==> config.mk <==
export PLATFORM = sky130hd
export DESIGN_NAME = spc_seq
export DESIGN_NICKNAME = d
export VERILOG_FILES = /design/src/rtl/core/spc_pkg.sv /design/src/rtl/core/spc_seq.sv
export SDC_FILE = /design/constraint.sdc
export NUM_CORES = 1
export LEC_CHECK = 0
export ABC_AREA = 1
export BUFFER_PORTS_ARGS = -buffer_cell sky130_fd_sc_hd__buf_4
export CAP_MARGIN = 40
export CORE_MARGIN = 2
export CORE_UTILIZATION = 52
export CTS_BUF_LIST = sky130_fd_sc_hd__clkbuf_16
export CTS_CLUSTER_DIAMETER = 150
export CTS_CLUSTER_SIZE = 10
export DETAILED_ROUTE_END_ITERATION = 10
export GPL_TIMING_DRIVEN = 0
export PLACE_DENSITY = 0.85
export REMOVE_ABC_BUFFERS = 1
export SYNTH_ARGS = -nofsm -noshare
export SYNTH_HDL_FRONTEND = slang
export SYNTH_SLANG_ARGS = --single-unit
==> constraint.sdc <==
create_clock -name clk -period 2 [get_ports clk]
set_input_delay 0.1 -clock clk [delete_from_list [all_inputs] [get_ports clk]]
set_output_delay 0.1 -clock clk [all_outputs]
set_load 0.1 [all_outputs]
==> src/rtl/core/spc_pkg.sv <==
package spc_pkg;

  // Storage geometry.
  localparam int DEVICES   = 2;
  localparam int COEFS     = 41;
  localparam int RAM_DEPTH = COEFS * DEVICES;
  localparam int RAM_AW    = $clog2(RAM_DEPTH);
  localparam int DATA_W    = 64;
  localparam int FRAC_W    = 32;
  localparam int CIDX_W    = 6;
  localparam int F_NUM     = 6;
  localparam int FIDX_W    = 3;
  localparam int CNT_W     = 3;
  localparam int STEP_W    = 5;
  localparam int STEPS     = 21;

  // Item kinds on the input channel.
  localparam logic KIND_LOAD = 1'b0;
  localparam logic KIND_MEAS = 1'b1;

  // Coefficient slots inside one device's block.
  localparam logic [CIDX_W-1:0] A_IDX    = 6'd0;
  localparam logic [CIDX_W-1:0] ROW_TOP  = 6'd36;
  localparam logic [CIDX_W-1:0] TEMP_TOP = 6'd40;
  localparam logic [FIDX_W-1:0] F_TOP    = 3'd5;

  // Jump targets in the control program.
  localparam logic [STEP_W-1:0] STEP_ROW    = 5'd0;
  localparam logic [STEP_W-1:0] STEP_ROW_MAC = 5'd2;
  localparam logic [STEP_W-1:0] STEP_P_MAC  = 5'd8;
  localparam logic [STEP_W-1:0] STEP_T_MAC  = 5'd17;
  localparam logic [STEP_W-1:0] LAST_STEP   = 5'd20;

  localparam logic [DATA_W-1:0] SAT_MAX = {1'b0, {(DATA_W-1){1'b1}}};
  localparam logic [DATA_W-1:0] SAT_MIN = {1'b1, {(DATA_W-1){1'b0}}};

  // Datapath operations.
  typedef enum logic [2:0] {
    OP_NOP,
    OP_LDACC,
    OP_MLO,
    OP_MHI,
    OP_ADD,
    OP_STF,
    OP_STP,
    OP_DONE
  } op_t;

  typedef enum logic {
    SRC_RAM,
    SRC_F
  } src_t;

  typedef enum logic {
    X_T,
    X_P
  } xsel_t;

  typedef enum logic [1:0] {
    J_NONE,
    J_CNT,
    J_FIDX
  } jmp_t;

  // One control word of the program.
  typedef struct packed {
    op_t               op;
    src_t              src;
    xsel_t             xsel;
    logic              cdec;
    logic              cld;
    logic [CIDX_W-1:0] cval;
    logic              fdec;
    logic              fld;
    logic [FIDX_W-1:0] fval;
    logic              nld;
    logic [CNT_W-1:0]  nval;
    jmp_t              jmp;
    logic [STEP_W-1:0] target;
  } uword_t;

  // Control handed from the sequencer to the datapath.
  typedef struct packed {
    op_t               op;
    src_t              src;
    xsel_t             xsel;
    logic [FIDX_W-1:0] fidx;
    logic [CIDX_W-1:0] cidx;
  } dp_ctrl_t;

  // Coefficient RAM address of one slot of one device.
  function automatic logic [RAM_AW-1:0] coef_addr(input logic dev,
                                                  input logic [CIDX_W-1:0] idx);
    logic [RAM_AW-1:0] base;
    base = dev ? RAM_AW'(COEFS) : '0;
    return base + RAM_AW'(idx);
  endfunction

  // Control program. Rows run from row six down to row one, so the
  // coefficient index walks down through the row block without gaps.
  function automatic uword_t ucode(input logic [STEP_W-1:0] step);
    uword_t w;
    w        = '0;
    w.op     = OP_NOP;
    w.src    = SRC_RAM;
    w.xsel   = X_T;
    w.jmp    = J_NONE;
    unique case (step)
      // Row loop: load the term counter, then the top coefficient.
      5'd0: begin
        w.nld  = 1'b1;
        w.nval = 3'd4;
      end
      5'd1: begin
        w.op   = OP_LDACC;
        w.cdec = 1'b1;
      end
      5'd2: w.op = OP_MLO;
      5'd3: w.op = OP_MHI;
      5'd4: begin
        w.op     = OP_ADD;
        w.cdec   = 1'b1;
        w.jmp    = J_CNT;
        w.target = STEP_ROW_MAC;
      end
      5'd5: begin
        w.op     = OP_STF;
        w.fdec   = 1'b1;
        w.jmp    = J_FIDX;
        w.target = STEP_ROW;
      end
      // Pressure polynomial over the row results.
      5'd6: begin
        w.fld  = 1'b1;
        w.fval = F_TOP;
        w.nld  = 1'b1;
        w.nval = 3'd4;
        w.cld  = 1'b1;
        w.cval = A_IDX;
      end
      5'd7: begin
        w.op   = OP_LDACC;
        w.src  = SRC_F;
        w.fdec = 1'b1;
      end
      5'd8: begin
        w.op   = OP_MLO;
        w.xsel = X_P;
      end
      5'd9: begin
        w.op   = OP_MHI;
        w.xsel = X_P;
      end
      5'd10: begin
        w.op     = OP_ADD;
        w.src    = SRC_F;
        w.fdec   = 1'b1;
        w.jmp    = J_CNT;
        w.target = STEP_P_MAC;
      end
      5'd11: begin
        w.op   = OP_MLO;
        w.xsel = X_P;
      end
      5'd12: begin
        w.op   = OP_MHI;
        w.xsel = X_P;
      end
      5'd13: w.op = OP_ADD;
      // Park the pressure, then the cubic temperature polynomial.
      5'd14: begin
        w.op   = OP_STP;
        w.cld  = 1'b1;
        w.cval = TEMP_TOP;
        w.nld  = 1'b1;
        w.nval = 3'd2;
      end
      5'd15: w.op = OP_NOP;
      5'd16: begin
        w.op   = OP_LDACC;
        w.cdec = 1'b1;
      end
      5'd17: w.op = OP_MLO;
      5'd18: w.op = OP_MHI;
      5'd19: begin
        w.op     = OP_ADD;
        w.cdec   = 1'b1;
        w.jmp    = J_CNT;
        w.target = STEP_T_MAC;
      end
      5'd20: w.op = OP_DONE;
      default: w.op = OP_DONE;
    endcase
    return w;
  endfunction

endpackage

==> src/rtl/core/spc_seq.sv <==
module spc_seq (
  input  logic               clk,
  input  logic               rst_n,
  input  logic               start,
  input  logic               hold,
  output spc_pkg::dp_ctrl_t  ctrl,
  output logic               busy,
  output logic               done
);

  typedef enum logic {
    S_IDLE,
    S_RUN
  } state_t;

  state_t                            state_r, state_nxt;
  logic [spc_pkg::STEP_W-1:0]        step_r, step_nxt;
  logic [spc_pkg::CNT_W-1:0]         cnt_r, cnt_nxt;
  logic [spc_pkg::CIDX_W-1:0]        cidx_r, cidx_nxt;
  logic [spc_pkg::FIDX_W-1:0]        fidx_r, fidx_nxt;
  spc_pkg::uword_t                   uw;

  // Fetch the control word of the current step.
  always_comb begin
    uw = spc_pkg::ucode(step_r);
  end

  // Step counter, index registers and jumps.
  always_comb begin
    state_nxt = state_r;
    step_nxt  = step_r;
    cnt_nxt   = cnt_r;
    cidx_nxt  = cidx_r;
    fidx_nxt  = fidx_r;
    done      = 1'b0;
    unique case (state_r)
      S_IDLE: begin
        if (start) begin
          state_nxt = S_RUN;
          step_nxt  = spc_pkg::STEP_ROW;
          cidx_nxt  = spc_pkg::ROW_TOP;
          fidx_nxt  = spc_pkg::F_TOP;
        end
      end
      S_RUN: begin
        step_nxt = step_r + 1'b1;
        if (uw.cdec) begin
          cidx_nxt = cidx_r - 1'b1;
        end
        if (uw.cld) begin
          cidx_nxt = uw.cval;
        end
        if (uw.fdec) begin
          fidx_nxt = fidx_r - 1'b1;
        end
        if (uw.fld) begin
          fidx_nxt = uw.fval;
        end
        if (uw.nld) begin
          cnt_nxt = uw.nval;
        end
        unique case (uw.jmp)
          spc_pkg::J_CNT: begin
            if (cnt_r != '0) begin
              cnt_nxt  = cnt_r - 1'b1;
              step_nxt = uw.target;
            end
          end
          spc_pkg::J_FIDX: begin
            if (fidx_r != '0) begin
              step_nxt = uw.target;
            end
          end
          default: begin
          end
        endcase
        // The last step waits while the previous result is still stalled.
        if (uw.op == spc_pkg::OP_DONE) begin
          if (hold) begin
            step_nxt = step_r;
          end else begin
            done      = 1'b1;
            state_nxt = S_IDLE;
          end
        end
      end
    endcase
  end

  always_ff @(posedge clk) begin
    if (!rst_n) begin
      state_r <= S_IDLE;
      step_r  <= '0;
      cnt_r   <= '0;
      cidx_r  <= '0;
      fidx_r  <= '0;
    end else begin
      state_r <= state_nxt;
      step_r  <= step_nxt;
      cnt_r   <= cnt_nxt;
      cidx_r  <= cidx_nxt;
      fidx_r  <= fidx_nxt;
    end
  end

  // Datapath control; the datapath idles while the sequencer does.
  always_comb begin
    ctrl.op   = (state_r == S_RUN) ? uw.op : spc_pkg::OP_NOP;
    ctrl.src  = uw.src;
    ctrl.xsel = uw.xsel;
    ctrl.fidx = fidx_r;
    ctrl.cidx = cidx_r;
  end

  assign busy = (state_r == S_RUN);

  // The step counter never runs past the end of the program.
  assert property (@(posedge clk) disable iff (!rst_n)
    state_r == S_RUN |-> step_r <= spc_pkg::LAST_STEP)
    else $error("step counter ran past the program");

  // A result is never finished while the output register is stalled.
  assert property (@(posedge clk) disable iff (!rst_n)
    done |-> !hold)
    else $error("result finished over a stalled output");

  // Row results are only addressed inside the row register file.
  assert property (@(posedge clk) disable iff (!rst_n)
    (state_r == S_RUN && uw.src == spc_pkg::SRC_F &&
     (uw.op == spc_pkg::OP_ADD || uw.op == spc_pkg::OP_LDACC)) ||
    (state_r == S_RUN && uw.op == spc_pkg::OP_STF)
    |-> fidx_r <= spc_pkg::F_TOP)
    else $error("row result index out of range");

endmodule

---- Word-level counts from Yosys, hierarchy flattened ----
Cells that the tools add are included.
word-level totals
  flip-flop bits (word level) ............. 18
  output and inout port bits .............. 16
  word-level logic and storage cells ...... 87
operators by class
  $add $sub $neg .......................... 4
  equal/unequal tests ..................... 26
  mux-type cells .......................... 35
  bitwise logic cells ..................... 1
  reductions and logical operators ........ 16
operator list
  cell                                                                number
  5-bit by 4-bit == test with 1-bit output, second input constant     8
  7-bit case mux with 4 select lines                                  1
  5-bit two-way mux                                                   5
  3-bit two-way mux                                                   7
  3-bit case mux with 7 select lines                                  1
  5-bit by 3-bit == test with 1-bit output, second input constant     4
  5-bit == test, second input constant                                4
  5-bit case mux with 2 select lines                                  2
  4-bit OR reduction                                                  5
  6-bit two-way mux                                                   3
  7-bit case mux with 2 select lines                                  1
  6-bit case mux with 2 select lines                                  1
  5-bit by 2-bit == test with 1-bit output, second input constant     2
  1-bit two-way mux                                                   10
  3-bit OR reduction                                                  3
  4-bit case mux with 2 select lines                                  1
  3-bit by 1-bit != test with 1-bit output, second input constant     2
  3-bit case mux with 2 select lines                                  1
  2-bit AND reduction                                                 3
  3-bit nonzero test                                                  2
  3-bit by 1-bit subtractor with 3-bit output, second input constant  2
  6-bit by 1-bit subtractor with 6-bit output, second input constant  1
  5-bit by 1-bit adder with 5-bit output, second input constant       1
  5-bit by 1-bit == test with 1-bit output, second input constant     1
  other kinds (10)                                                    11

---- Depth between registers and ports, before layout ----
  depth in word-level cells ............... 7
  gate-level depth with buffers ........... 15
  mapped depth without buffers ............ 15

---- Worst setup path after synthesis ----
No wires, ideal clock.
  path type ............................... register to register
  start ................................... register state_r, in the netlist busy
  end ..................................... register state_r, in the netlist busy
  data arrival time ....................... 3.409 ns
  path slack .............................. -1.601 ns
  cell stages (with the launch flop) ...... 6
  buffers on the path ..................... 0
  cell sequence ........................... dfxtp_1 inv_1 a21oi_4 nand2_1 nor2_1 nor3_1
on the way
  longest elaborated chain between the ends .. 2
RTL lines
  item                                    RTL line       source
  start, declared                         spc_seq.sv:16  state_t state_r, state_nxt;
  start signal, assigned                  spc_seq.sv:98  state_r <= state_nxt;
  1-bit inverter                          -
  1-bit case mux with 2 select lines (*)  spc_seq.sv:36  unique case (state_r)
Every way passes the cells marked *; elsewhere a longest branch is shown, timed or not.
A chain may end at the register's enable or synchronous reset.

==> flow_summary.toml <==
[run_status]
status = "finished with violations"
failed_checks = "negative setup slack"

[clock_network]
htree_levels = 1
clkTransAtPathRegs_ns = 0.05
worst_skew_pair.late_latency_ns = 0.25
clk_path_buf_depth = 2
clock_sinks = 18
cts_root_buffer = "clkbuf_16"
cts_tree = "yes"
hold_buffers = 0
numCtsBuffers = 3

[global_routing]
grt_first_pass_wirelength_microns = 7030
grt_pass1_vias = 1567
antenna_found_initial = 0
grt_usage_pct = 26.3
overflow = 0
grt_max_degree = 14

[sta]
clock_skew_ns = 0.00135
drv_slew = 0
setup_slack_ns = -0.0753
setup_viol = 8
layout_min_cycle_time_ns = 2.08
fmax_ghz = 0.482
rsz0062_at_grt = "yes"
whs_ns = 0.134
worst_pin_slew_ns = 0.488
hold_viol = 0
relSlewSlack_pct = 67.4
tns_ns = -0.438
period_share_pct = 104

[floorplanning]
initial_core_util_pct = 55.6
core_sq_um = 2810
die_y_microns = 58.8
die_area_sq_um = 3450
ios = 20
row_count = 19
die_x_microns = 58.8

[synthesis]
synth_ff_type = "dfxtp_1"
synthArstFlopShare_pct = 0
synth_most_common_cell = "nand2_1"
seq_area_frac_synth_pct = 23.1
synth_cells = 242
ys_types = 32
synth_common_cells = "nand2_1, inv_1, nor2_1"
ys_ff_latch = 18
yosys-top-cells-area = "dfxtp_1, nand2_1, ha_1, inv_1, a21oi_1"
postSynthAreaPerCell_sq_um = 6.45
yosys.area.top_type_share_pct = 23.1
syn_area_sq_um = 1560
yosys.area.top_type = "dfxtp_1"
synth_edf_count = 0
yosysWarnings = 0

[placed_design]
gp_congestion = 0.913
post-place-ws_ns = -0.429
port_buffers = 19
placed_cells = 288
hpwl_microns = 2760

[finish]
nets = 293
fill_cells = 176
antennaDiodeCount = 0
area_growth_pct = 38.2
layoutNonFillerInstCount = 307
layout-drive-gt1-share_pct = 38.4

[critical_path]
path_cells = "inv_2 -> ha_2 -> nand2_4 -> inv_2 -> nand2_1 -> nand3_2 -> nor2_4 -> nand3_2 -> a21oi_1 -> buf_6"
crit_slowest_cell = "dfxtp_4"
crit_path_end_kind = "primary output"
critical_path_class = "reg -> out"
slowest_delay_ns = 0.39
start_kind = "register"
worstPathRequired_ns = 1.90
cp.arrival_ns = 1.98
worst-path-max-fanout = 5
reg2reg_slack_ns = -0.07

[routing]
route.detailed.drc = 0
first_iter_violations = 92
vias = 1752
drtAntennaViolNets = 0
wirelength_microns = 4590
dr.pass1.iters = 5
wl_per_cell_microns = 14.9
vias_per_cell = 5.71

[worst_hold_path]
hp-class = "in -> reg"

[power]
internal_power_mw = 0.780
pwr-share-clk_pct = 31.5
pwr-share-seq_pct = 32.1
peakVddDrop_mv = 0.492
leakagePower_nw = 1.02
power_density_nw_per_um2 = 595
combPwrFrac_pct = 36.4
p_sw_share_pct = 39.1
p_sw_mw = 0.502

[run]
max-cap-violations = 0
==> state kept, by name (all words and copies together) (netlist names) <==
register  count
cidx_r        6
step_r        5
cnt_r         3
fidx_r        3
busy          1
==> metrics by stage <==
| step | instance area, sq um | power (mW) | utilization [%] |
|---|---|---|---|
| after floorplan | 1530 | 0.736 | - |
| after global placement | 1710 | 0.810 | 61.0 |
| final | 2160 | 1.28 | 76.9 |
| after global routing | 2160 | 1.34 | 76.9 |
| after detailed placement | 1710 | 0.815 | 61.0 |
| after CTS | 2060 | 1.26 | 73.4 |
==> area by class of cell <==
cell class                 count  area [sq um]  share of cell area, %
inverter                      40           165                   7.66
clock buffer                   3          75.1                   3.48
multi-input combinational    180          1210                   55.9
clock inverter                 1          3.75                  0.174
sequential                    18           372                   17.2
tap                           31          38.8                   1.80
timing repair buffer          34           295                   13.7
==> per-layer routing <==
layer	routed length, microns	GRT usage, %	vias up
li1	-	-	853
met1	1810	33.7	808
met2	2350	44.4	73
met3	338	4.18	18
met4	94	9.42	0
met5	0	0	-
==> placed cells by master (no fill, tap or decap), types with 3 or more instances in the layout <==
cell / netlist / routed
a21oi_1: 16 / 14
a31oi_1: 3 / 3
buf_4: 0 / 28
buf_6: 2 / 4
clkbuf_16: 0 / 3
dfxtp_1: 18 / 13
dfxtp_2: 0 / 3
ha_1: 12 / 5
ha_4: 0 / 5
inv_1: 37 / 28
inv_2: 2 / 8
nand2_1: 63 / 48
nand2_2: 2 / 15
nand2_4: 3 / 5
nand3_1: 13 / 10
nand3_2: 4 / 7
nor2_1: 20 / 16
nor2_4: 1 / 8
nor3_1: 5 / 4
o21ai_0: 16 / 11
o21ai_1: 0 / 4
o21ai_2: 2 / 3
xor2_1: 3 / 3
==> final timing paths <==
check	from	cells after the start	endpoint
hold reg to reg	cnt_r[1]	2	cnt_r[1]
hold / removal	rst_n	3	cidx_r[2]
setup / recovery	step_r[1]	10	ctrl[13]
setup reg to reg	step_r[1]	15	step_r[3]
==> repair_timing <==
action / CTS / global route
resized for setup: 61 / 21
endpoints found under the setup margin: 13 / 18
buffers inserted: 11 / 4
pin swaps: 23 / 10
==> cell families after synthesis <==
group | after synthesis | share of synthesized area [%]
fa+ha+maj | 12 | 9.62
compound gates | 44 | 16.8
buf+inv | 44 | 11.9
simple gates | 121 | 36.9
xor+xnor | 3 | 1.68
flops | 18 | 23.1
==> critical path, delay by kind of cell, from the launching register on <==
kind / cells / cell delay, ns
fa+ha+maj: 1 / 0.19
flops: 1 / 0.39
simple gates: 5 / 0.53
buf+inv: 3 / 0.39
compound gates: 1 / 0.23
==> power by group through the flow <==
stage | Sequential, mW | Clock [mW] | Combinational (mW)
after floorplan | 0.549 | 0 | 0.187
after global placement | 0.414 | 0 | 0.396
after detailed placement | 0.416 | 0 | 0.399
after CTS | 0.410 | 0.407 | 0.440
after global routing | 0.414 | 0.429 | 0.497
final | 0.411 | 0.404 | 0.467
Note: power is estimated with default switching activity, not from simulation.
